`config.mk`:
```
export PLATFORM = sky130hd
export DESIGN_NAME = pseudo3d_road_scanline_spans_unit
export DESIGN_NICKNAME = d
export VERILOG_FILES = /design/src/hw/rtl/p3rs_pkg.sv /design/src/hw/rtl/p3rs_div.sv /design/src/hw/rtl/p3rs_emit.sv /design/src/hw/rtl/pseudo3d_road_scanline_spans_unit.sv
export SDC_FILE = /design/constraint.sdc
export NUM_CORES = 2
export LEC_CHECK = 0
export ABC_AREA = 1
export BUFFER_PORTS_ARGS = -buffer_cell sky130_fd_sc_hd__buf_2
export CAP_MARGIN = 30
export CORE_UTILIZATION = 66
export CTS_CLUSTER_DIAMETER = 80
export DETAILED_ROUTE_END_ITERATION = 16
export MAX_ROUTING_LAYER = met4
export PLACE_DENSITY = 0.84
export SLEW_MARGIN = 20
export SYNTH_ARGS = -nofsm -noshare
export SYNTH_HDL_FRONTEND = slang
export SYNTH_SLANG_ARGS = --single-unit
```
`constraint.sdc`:
```
create_clock -name clk -period 9.9 [get_ports clk]
set_input_delay 1.485 -clock clk [delete_from_list [all_inputs] [get_ports clk]]
set_output_delay 1.485 -clock clk [all_outputs]
set_load 0.01 [all_outputs]
```
`src/hw/rtl/p3rs_pkg.sv`:
```
package p3rs_pkg;

  // Width of the shared divider's step counter (covers every supported width).
  localparam int DIV_CNT_W = 5;

  // Configuration register indexes.
  localparam logic [1:0] REG_CAM_HEIGHT  = 2'd0;
  localparam logic [1:0] REG_HORIZON_ROW = 2'd1;
  localparam logic [1:0] REG_ROAD_WIDTH  = 2'd2;
  localparam logic [1:0] REG_ROAD_CENTER = 2'd3;

  // Result kinds.
  localparam logic [2:0] KIND_GROUND = 3'd0;
  localparam logic [2:0] KIND_ROAD   = 3'd1;
  localparam logic [2:0] KIND_CENTRE = 3'd2;
  localparam logic [2:0] KIND_SIDE   = 3'd3;
  localparam logic [2:0] KIND_SPRITE = 3'd4;

  // Colours.
  localparam logic [2:0] COL_GROUND_LIGHT = 3'd0;
  localparam logic [2:0] COL_GROUND_DARK  = 3'd1;
  localparam logic [2:0] COL_ROAD_LIGHT   = 3'd2;
  localparam logic [2:0] COL_ROAD_DARK    = 3'd3;
  localparam logic [2:0] COL_WHITE        = 3'd4;
  localparam logic [2:0] COL_RED          = 3'd5;
  localparam logic [2:0] COL_NONE         = 3'd6;

  // Item slots of one row, in emission order.
  localparam logic [2:0] IT_GROUND   = 3'd0;
  localparam logic [2:0] IT_ROAD     = 3'd1;
  localparam logic [2:0] IT_CENTRE_L = 3'd2;
  localparam logic [2:0] IT_CENTRE_R = 3'd3;
  localparam logic [2:0] IT_SIDE_L   = 3'd4;
  localparam logic [2:0] IT_SIDE_R   = 3'd5;
  localparam logic [2:0] IT_SPRITE_L = 3'd6;
  localparam logic [2:0] IT_SPRITE_R = 3'd7;

  // Request to the shared divider.
  typedef struct packed {
    logic                 start;
    logic [DIV_CNT_W-1:0] count;
  } div_ctl_t;

  // Status of the shared divider.
  typedef struct packed {
    logic busy;
    logic done;
  } div_stat_t;

  // Everything the output stage needs to form the items of one row.
  typedef struct packed {
    logic [12:0] c;
    logic [11:0] hw;
    logic [11:0] w3;
    logic [11:0] o20;
    logic [11:0] w15;
    logic [11:0] p16;
    logic [7:0]  row;
    logic [15:0] scale;
    logic        half_odd;
    logic        sev_odd;
  } span_ctx_t;

endpackage

```
`src/hw/rtl/p3rs_div.sv`:
```
module p3rs_div #(
  parameter int QW = 21
) (
  input  logic                clk,
  input  logic                rst,
  input  p3rs_pkg::div_ctl_t  ctl,
  input  logic [15:0]         r_init,
  input  logic [QW-1:0]       dividend,
  input  logic [15:0]         divisor,
  output p3rs_pkg::div_stat_t stat,
  output logic [QW-1:0]       quotient
);
  import p3rs_pkg::*;

  logic                 busy;
  logic                 done;
  logic [DIV_CNT_W-1:0] cnt;
  logic [15:0]          rem;
  logic [QW-1:0]        dvd;
  logic [15:0]          dsr;
  logic [QW-1:0]        q;

  logic [16:0] sh;
  logic [16:0] diff;
  logic        ge;
  logic [15:0] rem_next;

  // One restoring step: bring in the next dividend bit and try a subtract.
  always_comb begin
    sh       = {rem, dvd[QW-1]};
    diff     = sh - {1'b0, dsr};
    ge       = sh >= {1'b0, dsr};
    rem_next = ge ? diff[15:0] : sh[15:0];
  end

  // Step counter and completion pulse.
  always_ff @(posedge clk) begin
    if (rst) begin
      busy <= 1'b0;
      done <= 1'b0;
      cnt  <= '0;
    end else begin
      done <= busy && (cnt == DIV_CNT_W'(1));
      if (ctl.start) begin
        busy <= 1'b1;
        cnt  <= ctl.count;
      end else if (busy) begin
        cnt <= cnt - DIV_CNT_W'(1);
        if (cnt == DIV_CNT_W'(1)) begin
          busy <= 1'b0;
        end
      end
    end
  end

  // Remainder, dividend shifter and quotient.
  always_ff @(posedge clk) begin
    if (ctl.start) begin
      rem <= r_init;
      dvd <= dividend;
      dsr <= divisor;
      q   <= '0;
    end else if (busy) begin
      rem <= rem_next;
      dvd <= dvd << 1;
      q   <= {q[QW-2:0], ge};
    end
  end

  assign stat.busy = busy;
  assign stat.done = done;
  assign quotient  = q;

endmodule

```
`src/hw/rtl/p3rs_emit.sv`:
```
module p3rs_emit (
  input  logic                clk,
  input  logic                rst,
  input  logic                load,
  input  logic [2:0]          idx,
  input  logic                item_last,
  input  p3rs_pkg::span_ctx_t ctx,
  output logic                can_load,
  output logic                out_valid,
  input  logic                out_ready,
  output logic [2:0]          kind,
  output logic [2:0]          color,
  output logic signed [15:0]  x_start,
  output logic signed [15:0]  x_end,
  output logic signed [15:0]  y_pos,
  output logic [15:0]         scale,
  output logic                last
);
  import p3rs_pkg::*;

  logic signed [15:0] cs, hws, w3s, o20s, w15s, p16s, ys;
  logic signed [15:0] ls_c, ls_s, rs_s, lx, rx;
  logic [2:0]         kind_d, color_d;
  logic signed [15:0] xs_d, xe_d, y_d;

  // All positions stay well inside the 16-bit signed range, so no clamp is needed.
  always_comb begin
    cs   = $signed({3'b000, ctx.c});
    hws  = $signed({4'b0000, ctx.hw});
    w3s  = $signed({4'b0000, ctx.w3});
    o20s = $signed({4'b0000, ctx.o20});
    w15s = $signed({4'b0000, ctx.w15});
    p16s = $signed({4'b0000, ctx.p16});
    ys   = $signed({4'b0000, ctx.row, 4'b0000});
    ls_c = cs - w3s - o20s;
    ls_s = cs - hws;
    rs_s = cs + hws - w15s;
    lx   = cs - hws - p16s;
    rx   = cs + hws + p16s;
  end

  // Item decode for the current slot.
  always_comb begin
    kind_d  = KIND_GROUND;
    color_d = COL_NONE;
    xs_d    = '0;
    xe_d    = '0;
    y_d     = ys;
    unique case (idx)
      IT_GROUND: begin
        kind_d  = KIND_GROUND;
        color_d = ctx.half_odd ? COL_GROUND_LIGHT : COL_GROUND_DARK;
        xs_d    = '0;
        xe_d    = cs + cs;
      end
      IT_ROAD: begin
        kind_d  = KIND_ROAD;
        color_d = ctx.half_odd ? COL_ROAD_LIGHT : COL_ROAD_DARK;
        xs_d    = cs - hws;
        xe_d    = cs + hws;
      end
      IT_CENTRE_L: begin
        kind_d  = KIND_CENTRE;
        color_d = COL_WHITE;
        xs_d    = ls_c;
        xe_d    = ls_c + w3s;
      end
      IT_CENTRE_R: begin
        kind_d  = KIND_CENTRE;
        color_d = COL_WHITE;
        xs_d    = cs + o20s;
        xe_d    = cs + o20s + w3s;
      end
      IT_SIDE_L: begin
        kind_d  = KIND_SIDE;
        color_d = ctx.sev_odd ? COL_WHITE : COL_RED;
        xs_d    = ls_s;
        xe_d    = ls_s + w15s;
      end
      IT_SIDE_R: begin
        kind_d  = KIND_SIDE;
        color_d = ctx.sev_odd ? COL_WHITE : COL_RED;
        xs_d    = rs_s;
        xe_d    = rs_s + w15s;
      end
      IT_SPRITE_L: begin
        kind_d  = KIND_SPRITE;
        color_d = COL_NONE;
        xs_d    = lx;
        xe_d    = lx;
        y_d     = ys - p16s;
      end
      IT_SPRITE_R: begin
        kind_d  = KIND_SPRITE;
        color_d = COL_NONE;
        xs_d    = rx;
        xe_d    = rx;
        y_d     = ys - p16s;
      end
    endcase
  end

  assign can_load = !out_valid || out_ready;

  // Output register valid flag.
  always_ff @(posedge clk) begin
    if (rst) begin
      out_valid <= 1'b0;
    end else if (load) begin
      out_valid <= 1'b1;
    end else if (out_ready) begin
      out_valid <= 1'b0;
    end
  end

  // Output register payload.
  always_ff @(posedge clk) begin
    if (load) begin
      kind    <= kind_d;
      color   <= color_d;
      x_start <= xs_d;
      x_end   <= xe_d;
      y_pos   <= y_d;
      scale   <= ctx.scale;
      last    <= item_last;
    end
  end

  a_sprite_point: assert property (@(posedge clk) disable iff (rst)
    (out_valid && kind == KIND_SPRITE) |-> (x_start == x_end))
    else $error("sprite anchor with differing start and end");

  a_ground_not_last: assert property (@(posedge clk) disable iff (rst)
    (out_valid && kind == KIND_GROUND) |-> !last)
    else $error("ground span marked as final item of a row");

endmodule

```
`src/hw/rtl/pseudo3d_road_scanline_spans_unit.sv`:
```
// Row at or above the horizon: accepted and dropped, no items.
// Row below the horizon: a depth pass and a scale pass on the divider, the scale pass skipped
// when the rows below the horizon reach the camera height; then one item per cycle while the
// output is taken, n = 4..8 items; no new row is accepted until its last item is loaded.
// Both passes are 16-step passes of the shared one-bit-per-cycle divider.
// Synchronous active-high reset restores the register defaults and clears control state.
module pseudo3d_road_scanline_spans_unit #(
  parameter int Z_FRAC_BITS = 8
) (
  input  logic               clk,
  input  logic               rst,
  input  logic               cfg_we,
  input  logic [1:0]         cfg_index,
  input  logic [15:0]        cfg_data,
  input  logic               in_valid,
  output logic               in_ready,
  input  logic [7:0]         row,
  input  logic [23:0]        cam_z,
  input  logic               frame_start,
  output logic               out_valid,
  input  logic               out_ready,
  output logic [2:0]         kind,
  output logic [2:0]         color,
  output logic signed [15:0] x_start,
  output logic signed [15:0] x_end,
  output logic signed [15:0] y_pos,
  output logic [15:0]        scale,
  output logic               last
);
  import p3rs_pkg::*;

  localparam int WW   = ((24 > 8 + Z_FRAC_BITS) ? 24 : 8 + Z_FRAC_BITS) + 1;
  localparam int DZ_W = 16 + Z_FRAC_BITS;
  localparam int XW   = WW + 4 - Z_FRAC_BITS;
  localparam int QW   = 16;

  // Reciprocal of seven scaled by 2^(XW+3); exact for every value below 2^XW.
  localparam logic [XW:0] SEV_RECIP = (XW + 1)'(((64'd1 << (XW + 3)) + 64'd6) / 64'd7);

  localparam logic [2:0] S_IDLE     = 3'd0;
  localparam logic [2:0] S_DEPTH    = 3'd1;
  localparam logic [2:0] S_WORLD    = 3'd2;
  localparam logic [2:0] S_SEVSTART = 3'd3;
  localparam logic [2:0] S_SEV      = 3'd4;
  localparam logic [2:0] S_SCALE    = 3'd5;
  localparam logic [2:0] S_LEN      = 3'd6;
  localparam logic [2:0] S_EMIT     = 3'd7;

  // Saturate a length to Q8.8 and drop to Q8.4.
  function automatic logic [11:0] sat_len(input logic [25:0] v);
    return (v > 26'd65535) ? 12'hFFF : v[15:4];
  endfunction

  logic [15:0] cam_height;
  logic [7:0]  horizon_row;
  logic [9:0]  road_width;
  logic [8:0]  road_center;

  logic [2:0]  state;
  logic [2:0]  idx;
  logic [15:0] last_segment;

  logic [7:0]    row_r;
  logic [23:0]   camz_r;
  logic [7:0]    d_r;
  logic [15:0]   depth_r;
  logic [WW-1:0] world_r;
  logic [XW-1:0] x_r;
  logic          half_r;
  logic          sev_r;
  logic          spr_r;
  logic [15:0]   scale_r;
  logic [11:0]   hw_r, w3_r, o20_r, w15_r, p16_r;

  logic [15:0]     ch;
  logic [7:0]      d_in;
  logic            accept;
  logic            below;
  logic [DZ_W-1:0] dz;
  logic [WW+3:0]   wx10;
  logic [XW-1:0]   x_val;
  logic [2*XW:0]   sev_prod;
  logic [15:0]     seg;
  logic [25:0]     prod_rw;

  div_ctl_t      div_ctl;
  div_stat_t     div_stat;
  logic [15:0]   div_rinit;
  logic [QW-1:0] div_dividend;
  logic [15:0]   div_divisor;
  logic [QW-1:0] div_q;

  span_ctx_t ctx;
  logic      can_load;
  logic      emit_load;
  logic      item_last;
  logic [2:0] idx_next;

  // Configuration registers.
  always_ff @(posedge clk) begin
    if (rst) begin
      cam_height  <= 16'd6400;
      horizon_row <= 8'd144;
      road_width  <= 10'd250;
      road_center <= 9'd160;
    end else if (cfg_we) begin
      unique case (cfg_index)
        REG_CAM_HEIGHT:  cam_height  <= cfg_data;
        REG_HORIZON_ROW: horizon_row <= cfg_data[7:0];
        REG_ROAD_WIDTH:  road_width  <= cfg_data[9:0];
        REG_ROAD_CENTER: road_center <= cfg_data[8:0];
      endcase
    end
  end

  // Derived values used by the sequencer.
  always_comb begin
    ch       = (cam_height == 16'd0) ? 16'd1 : cam_height;
    d_in     = row - horizon_row;
    in_ready = (state == S_IDLE);
    accept   = in_valid && in_ready;
    below    = row > horizon_row;
    dz       = DZ_W'(depth_r) << Z_FRAC_BITS;
    wx10     = ((WW + 4)'(world_r) << 3) + ((WW + 4)'(world_r) << 1);
    x_val    = XW'(wx10 >> Z_FRAC_BITS);
    sev_prod = (2 * XW + 1)'(x_r) * (2 * XW + 1)'(SEV_RECIP);
    seg      = 16'(world_r >> (Z_FRAC_BITS + 1));
    prod_rw  = 26'(road_width) * 26'(scale_r);
  end

  // Requests to the shared divider.
  always_comb begin
    div_ctl      = '0;
    div_rinit    = '0;
    div_dividend = '0;
    div_divisor  = '0;
    unique case (state)
      S_IDLE: begin
        if (accept && below) begin
          div_ctl.start = 1'b1;
          div_ctl.count = DIV_CNT_W'(16);
          div_dividend  = ch;
          div_divisor   = {8'b0, d_in};
        end
      end
      S_SEV: begin
        // Scale is d * 65536 / height; d starts in the remainder, so only the
        // sixteen fraction steps run.
        if ({8'b0, d_r} < ch) begin
          div_ctl.start = 1'b1;
          div_ctl.count = DIV_CNT_W'(16);
          div_rinit     = {8'b0, d_r};
          div_divisor   = ch;
        end
      end
      default: ;
    endcase
  end

  p3rs_div #(.QW(QW)) u_div (
    .clk      (clk),
    .rst      (rst),
    .ctl      (div_ctl),
    .r_init   (div_rinit),
    .dividend (div_dividend),
    .divisor  (div_divisor),
    .stat     (div_stat),
    .quotient (div_q)
  );

  // Slot sequencing: centre stripes only on odd half-metre, anchors on a new segment.
  always_comb begin
    item_last = (idx == IT_SPRITE_R) || ((idx == IT_SIDE_R) && !spr_r);
    emit_load = (state == S_EMIT) && can_load;
    if (idx == IT_ROAD) begin
      idx_next = half_r ? IT_CENTRE_L : IT_SIDE_L;
    end else begin
      idx_next = idx + 3'd1;
    end
  end

  // Sequencer and remembered segment.
  always_ff @(posedge clk) begin
    if (rst) begin
      state        <= S_IDLE;
      idx          <= IT_GROUND;
      last_segment <= '0;
    end else begin
      unique case (state)
        S_IDLE: begin
          if (accept) begin
            if (frame_start) begin
              last_segment <= '0;
            end
            if (below) begin
              state <= S_DEPTH;
            end
          end
        end
        S_DEPTH: begin
          if (div_stat.done) begin
            state <= S_WORLD;
          end
        end
        S_WORLD: state <= S_SEVSTART;
        S_SEVSTART: begin
          last_segment <= seg;
          state        <= S_SEV;
        end
        S_SEV: begin
          state <= ({8'b0, d_r} < ch) ? S_SCALE : S_LEN;
        end
        S_SCALE: begin
          if (div_stat.done) begin
            state <= S_LEN;
          end
        end
        S_LEN: begin
          idx   <= IT_GROUND;
          state <= S_EMIT;
        end
        S_EMIT: begin
          if (can_load) begin
            if (item_last) begin
              state <= S_IDLE;
            end else begin
              idx <= idx_next;
            end
          end
        end
      endcase
    end
  end

  // Row datapath registers.
  always_ff @(posedge clk) begin
    if (accept) begin
      row_r  <= row;
      camz_r <= cam_z;
      d_r    <= d_in;
    end
    if (state == S_DEPTH && div_stat.done) begin
      depth_r <= div_q[15:0];
    end
    if (state == S_WORLD) begin
      world_r <= WW'(camz_r) + WW'(dz >> 8);
    end
    if (state == S_SEVSTART) begin
      half_r <= world_r[Z_FRAC_BITS-1];
      spr_r  <= seg != last_segment;
      x_r    <= x_val;
    end
    // The quotient by seven starts at bit XW+3 of the product; its lowest bit is the parity.
    if (state == S_SEV) begin
      sev_r <= sev_prod[XW+3];
      if (!({8'b0, d_r} < ch)) begin
        scale_r <= 16'hFFFF;
      end
    end
    if (state == S_SCALE && div_stat.done) begin
      scale_r <= div_q[15:0];
    end
    if (state == S_LEN) begin
      hw_r  <= sat_len(prod_rw >> 1);
      w3_r  <= sat_len(26'(scale_r) * 26'd3);
      o20_r <= sat_len(26'(scale_r) * 26'd20);
      w15_r <= sat_len(26'(scale_r) * 26'd15);
      p16_r <= sat_len(26'(scale_r) << 4);
    end
  end

  always_comb begin
    ctx.c        = {road_center, 4'b0000};
    ctx.hw       = hw_r;
    ctx.w3       = w3_r;
    ctx.o20      = o20_r;
    ctx.w15      = w15_r;
    ctx.p16      = p16_r;
    ctx.row      = row_r;
    ctx.scale    = scale_r;
    ctx.half_odd = half_r;
    ctx.sev_odd  = sev_r;
  end

  p3rs_emit u_emit (
    .clk       (clk),
    .rst       (rst),
    .load      (emit_load),
    .idx       (idx),
    .item_last (item_last),
    .ctx       (ctx),
    .can_load  (can_load),
    .out_valid (out_valid),
    .out_ready (out_ready),
    .kind      (kind),
    .color     (color),
    .x_start   (x_start),
    .x_end     (x_end),
    .y_pos     (y_pos),
    .scale     (scale),
    .last      (last)
  );

  a_done_in_wait: assert property (@(posedge clk) disable iff (rst)
    div_stat.done |-> (state == S_DEPTH || state == S_SCALE))
    else $error("divider finished outside a waiting state");

  a_idle_div_free: assert property (@(posedge clk) disable iff (rst)
    in_ready |-> !div_stat.busy)
    else $error("block ready while the divider is still busy");

endmodule
```
# [Word level (Yosys, flattened, before mapping)]
# Index checks and enable logic that the tools add are counted.
[totals] register_bits=386 latchBits=0 mem_bits_rw=0 romBits=0 input_bits=56 output_inout_bits=73 elab_cells=181 memories=0
[op_classes] n_addsub=20 n_mul=5 div=0 order_cmp=8 eq_ne=28 n_shift=0 mux=50 bitwise=0 n_reduce_logical=32
[op_table] operator="two-way mux 16 bit" n=14
[op_table] operator="one-hot mux 16 bit (8 select lines)" n=1
[op_table] operator="one-hot mux 16 bit (7 select lines)" n=1
[op_table] operator="adder 16 x 13 -> 16 bit" n=5
[op_table] operator="one-hot mux 16 bit (2 select lines)" n=2
[op_table] operator="subtractor 16 x 13 -> 16 bit" n=3
[op_table] operator="> comparator 20 x 16 -> 1 bit, second input constant" n=2
[op_table] operator="two-way mux 3 bit" n=10
[op_table] operator="one-hot mux 3 bit (5 select lines)" n=2
[op_table] operator="adder 28 x 26 -> 29 bit" n=1
[op_table] operator="adder 13 x 12 -> 14 bit" n=2
[op_table] operator="subtractor 13 x 12 -> 14 bit" n=2
[op_table] operator="multiplier 10 x 16 -> 26 bit" n=1
[op_table] operator="adder 24 x 16 -> 25 bit" n=1
[op_table] operator="> comparator 25 x 16 -> 1 bit, second input constant" n=1
[op_table] operator="== test 3 bit, second input constant" n=8
[op_table] operator="multiplier 21 x 21 -> 24 bit, second input constant" n=1
[op_table] operator="two-way mux 8 bit" n=3
[op_table] operator="one-hot mux 3 bit (8 select lines)" n=1
[op_table] operator="> comparator 21 x 16 -> 1 bit, second input constant" n=1
[op_table] operator="multiplier 16 x 4 -> 20 bit, second input constant" n=1
[op_table] operator="multiplier 16 x 3 -> 19 bit, second input constant" n=1
[op_table] operator="> comparator 18 x 16 -> 1 bit, second input constant" n=1
[op_table] operator="multiplier 16 x 2 -> 18 bit, second input constant" n=1
[op_table] operator="other kinds (35)" n=77

# [Longest topological paths before layout]
[depth] word_depth=6 depth_mapped=31 mapped_depth_nobuf=31

# [By module]
# A second synthesis with hierarchy kept.
[hier_totals] cells_unflattened=4740 hier_area_um2=37980.2
[by_module_without_submodules] module="pseudo3d_road_scanline_spans_unit" n_inst=1 cells_per_inst=2546 area_each_um2=22779.3 seq_area_each_um2=6736.5
[by_module_without_submodules] module="p3rs_emit" n_inst=1 cells_per_inst=1682 area_each_um2=11050.6 seq_area_each_um2=2062.0
[by_module_without_submodules] module="p3rs_div" n_inst=1 cells_per_inst=512 area_each_um2=4150.2 seq_area_each_um2=1901.8

# [Least setup slack after synthesis]
# Ideal clock, no wire load.
[synth_timing] path_kind="flip-flop to flip-flop" from="register scale_r[6]" to="register hw_r[0], data pin" setup_ns=0.271 arrival_time_ns=5.353 required_ns=9.629 path_slack_ns=4.276 stages_incl_launch_ff=27 n_path_buf=2 period_less_slack_ns=5.624 path_cell_list="edfxtp_1 clkbuf_1 nand2_1 inv_1 fa_1 inv_1 fa_1 fa_1 inv_1 fa_1 inv_1 fa_1 inv_1 ha_1 nand2_2 inv_2 nand2_1 nor3_1 nand4_1 nand3_2 nand2_1 nand2_2 xnor2_1 nand2_1 nor2_1 buf_4 nand4_2"
[synth_via] elab_chain_len=2
[synth_lines] item="start, declared" line="pseudo3d_road_scanline_spans_unit.sv:72" source="logic [15:0] scale_r;"
[synth_lines] item="start signal, assigned" line="pseudo3d_road_scanline_spans_unit.sv:261" source="scale_r <= div_q[15:0];"
[synth_lines] item="multiplier 10 x 16 -> 26 bit" line="pseudo3d_road_scanline_spans_unit.sv:128" source="prod_rw = 26'(road_width) * 26'(scale_r);"
[synth_lines] item="> comparator 25 x 16 -> 1 bit" line="pseudo3d_road_scanline_spans_unit.sv:51" source="return (v > 26'd65535) ? 12'hFFF : v[15:4];"
[synth_lines] item="end signal, assigned" line="pseudo3d_road_scanline_spans_unit.sv:264" source="hw_r <= sat_len(prod_rw >> 1);"
[synth_lines] item="end, declared" line="pseudo3d_road_scanline_spans_unit.sv:73" source="logic [11:0] hw_r, w3_r, o20_r, w15_r, p16_r;"
# Every way passes these cells.
# A chain may end at the register's enable or synchronous reset.

# [Worst setup path after layout]
[layout_timing] from="register scale_r[5]" to="register hw_r[5], data pin"
[layout_via] elab_chain_len=2
[layout_lines] item="multiplier 10 x 16 -> 26 bit (*)" line="pseudo3d_road_scanline_spans_unit.sv:128"
[layout_lines] item="> comparator 25 x 16 -> 1 bit" line="pseudo3d_road_scanline_spans_unit.sv:51"
# Every way passes the cells marked *; elsewhere a longest branch is shown, timed or not.

==> metrics.txt <==
Final ANT Viol Nets=0; status=finished clean; Syn Inst Count=roughly 4,300; initial antenna violation count=1; RSZ-0062 raised after global routing=no; Power Total=4.36 mW; gr usage total=35.8%; Async S/R FF share, synth=0%; Max Used Layer=met4; Cell Rows=85; EDFF count, synth=297; worst stage delay on the critical path=slightly above 0.8 ns; crit path cell chain=nand2_1 > inv_1 > fa_1 > inv_1 > fa_1 > inv_1 > fa_1 > fa_1 > inv_1 > fa_1 > inv_1 > ha_1 > a21oi_1 > o21ai_1 > a21oi_1 > nand3_2 > nand2_1 > nand2_2 > xnor2_1 > nand2_1 > nor2_1 > buf_4 > nand4_1; CTS tree=done; WL met3=8930 µm; fillers=3,971; Critical R2R Launch=scale_r[5]; # setup viols final=0; placer's final routability congestion estimate=1.05; Max Fclk=154 MHz; hold_buf cts=0; crit path DAT=~7 ns; Most used DFF post-synth=edfxtp_1; Via Count=30,400; Starting Density=66.8%; clock root buffer=clkbuf_16; initial drt markers=3,063; HPWL after detailed placement=73,200 µm; number of H-tree levels=2; maximum number of pins on one net before global-route repair=around 70; Syn. warnings=0; Setup CP Type=reg -> reg; P per Cell Area=112 nW/µm²; die area=55,400 µm²; Critical path origin=scale_r[5]; Comb pwr share=17.4%; Initial DRT Pass Iterations=6; Post-Syn Nets=4,997; most common cell after layout, fill and taps aside=nand2_1; fin. max-slew vios=0; Mapped Area=35,900 µm²; period utilisation layout=between 60% and 70%; CP max FO=20; WP data required=10.22 ns; crit path time final=6.51 ns; met1 wire length=37,500 µm; Final Hold Vio Count=0; Switch Pwr=1.26 mW; Clock Pin Slew Worst Setup and Hold Paths=0.06 ns; Net Sw Frac=between 20 and 30%; IO buf count=128; Clock Power Share=between 30% and 40%; sequential power share=43.4%; Static Leak=19.2 nW; met2 WL=44,000 µm; Peak VDD IR=0.000158 V; setup TNS=0 ns; CP max stage cell=edfxtp_1; number of CTS-inserted buffers=43; setup bufs post-CTS=0; drt wl/cell=between 15 and 20 µm; final WL=about 95,000 µm; IO Pins=129; Remaining DRCs=0; R2R setup slack=3.39 ns; Netlist cell types=71; sequential element share of the synthesized area=29.8%; clk sinks=386; Slew HR=30.9%; core area=between 50,000 and 60,000 µm²; worst slew pin tran=about 1.0 ns; die height=235 µm; startpoint types=register; Critical Path Sink Type=register; vias in the first global route=between 20,000 and 30,000; layout overhead on the synthesized area=7.99%; Clock Tree Buf Depth=3; Overflow after GRT=0; max-cap violations=0; Via density=between 5 and 6; global-route wire length before repair=153,000 µm; commonest non-fill, non-tap cells in the layout=nand2_1, inv_1, ha_1, a21oi_1, edfxtp_1; post-synthesis register bit count=around 390; HP Start=u_div.quotient[2]; HP Class=reg -> reg; Pint=3.11 mW; skew final=approximately 0.025 ns; die width=235 µm; syn avg cell area=about 8.4 µm²; layout net count=5,099; Worst-Skew Late Latency=0.61 ns; # resized after CTS=0; layout cell share with drive strength beyond 1=8.15%
flip-flops by register name, indices dropped and copies added (netlist names), 13 cells and up:
signal and count:
u_emit.x_start 16, cam_height 16, u_div.quotient 16, u_div.dsr 16
u_emit.scale 16, camz_r 24, world_r 25, u_emit.x_end 16
depth_r 16, x_r 21, u_emit.y_pos 13, u_div.rem 16
scale_r 16, last_segment 16, u_div.dvd 16
metal layers:
layer	global-route usage [%]	vias up
met5	-	-
met3	5.99	344
met1	44.2	14200
li1	-	14400
met4	16.8	0
met2	57.7	1482
cells in the mapped netlist, types with 49 or more instances:
library cell	count	share of area, %
a21oi_1	337	4.7
clkbuf_1	68	0.71
dfxtp_1	89	5.0
edfxtp_1	297	25
fa_1	205	11
ha_1	442	15
inv_1	689	7.2
nand2_1	854	8.9
nand3_1	184	2.6
nand4_1	62	1.1
nor2_1	238	2.5
nor3_1	49	0.68
o21ai_0	195	2.7
o21ai_1	61	0.85
xnor2_1	73	1.8
xor2_1	124	3.0
cells by family after synthesis:
kind of cell / share of synthesized area, %
buf+inv: 8.89
compound gates: 11.7
simple gates: 18.0
flops: 29.8
fa+ha+maj: 26.8
xor+xnor: 4.80
power groups by stage:
stage	Clock, mW	Combinational, mW	Sequential (mW)
CTS	1.72	0.744	1.89
floorplan	0	0.582	1.89
global route	1.79	0.852	1.90
global placement	0	0.706	1.92
finish	1.71	0.759	1.89
detailed placement	0	0.736	1.93
area by class of cell:
class                      count  area (µm²)  share of cell area (%)
sequential                   386       10700                    27.6
clock buffer                  56        1140                    2.95
tap                          696         871                    2.24
timing repair buffer         157         930                    2.40
multi-input combinational   3085       22100                    56.9
clock inverter                24         370                   0.955
inverter                     723        2710                    6.99
antenna                        1        2.50                 0.00645
path summary, 6_finish.rpt:
check / cells after the start / endpoint
worst max-delay path: 23 / hw_r[5]
worst min register to register: 0 / depth_r[2]
worst min-delay path: 0 / depth_r[2]
worst max register to register: 23 / hw_r[5]
stage by stage:
step	worst slack (ns)	cell area [µm²]	hold slack [ns]	utilization, %	cells
finish	3.39	38800	0.467	72.1	5128
global route	3.08	38800	0.480	72.1	5128
CTS	3.46	38700	0.468	72.0	5124
detailed placement	3.48	37200	0.453	69.1	5044
global placement	3.49	37200	0.444	69.0	5040
floorplan	4.28	35900	0.423	-	4294
critical path, delay by kind of cell, from the launching register on:
family / cells / cell delay, ns
AO/OA/AOI/OAI: 3 / 0.55
flip-flops: 1 / 0.81
adder cells (fa/ha/maj): 6 / 3.03
buffers and inverters: 6 / 0.55
XOR/XNOR: 1 / 0.13
AND/OR/NAND/NOR: 7 / 1.14
Note: power is estimated with default switching activity, not from simulation.
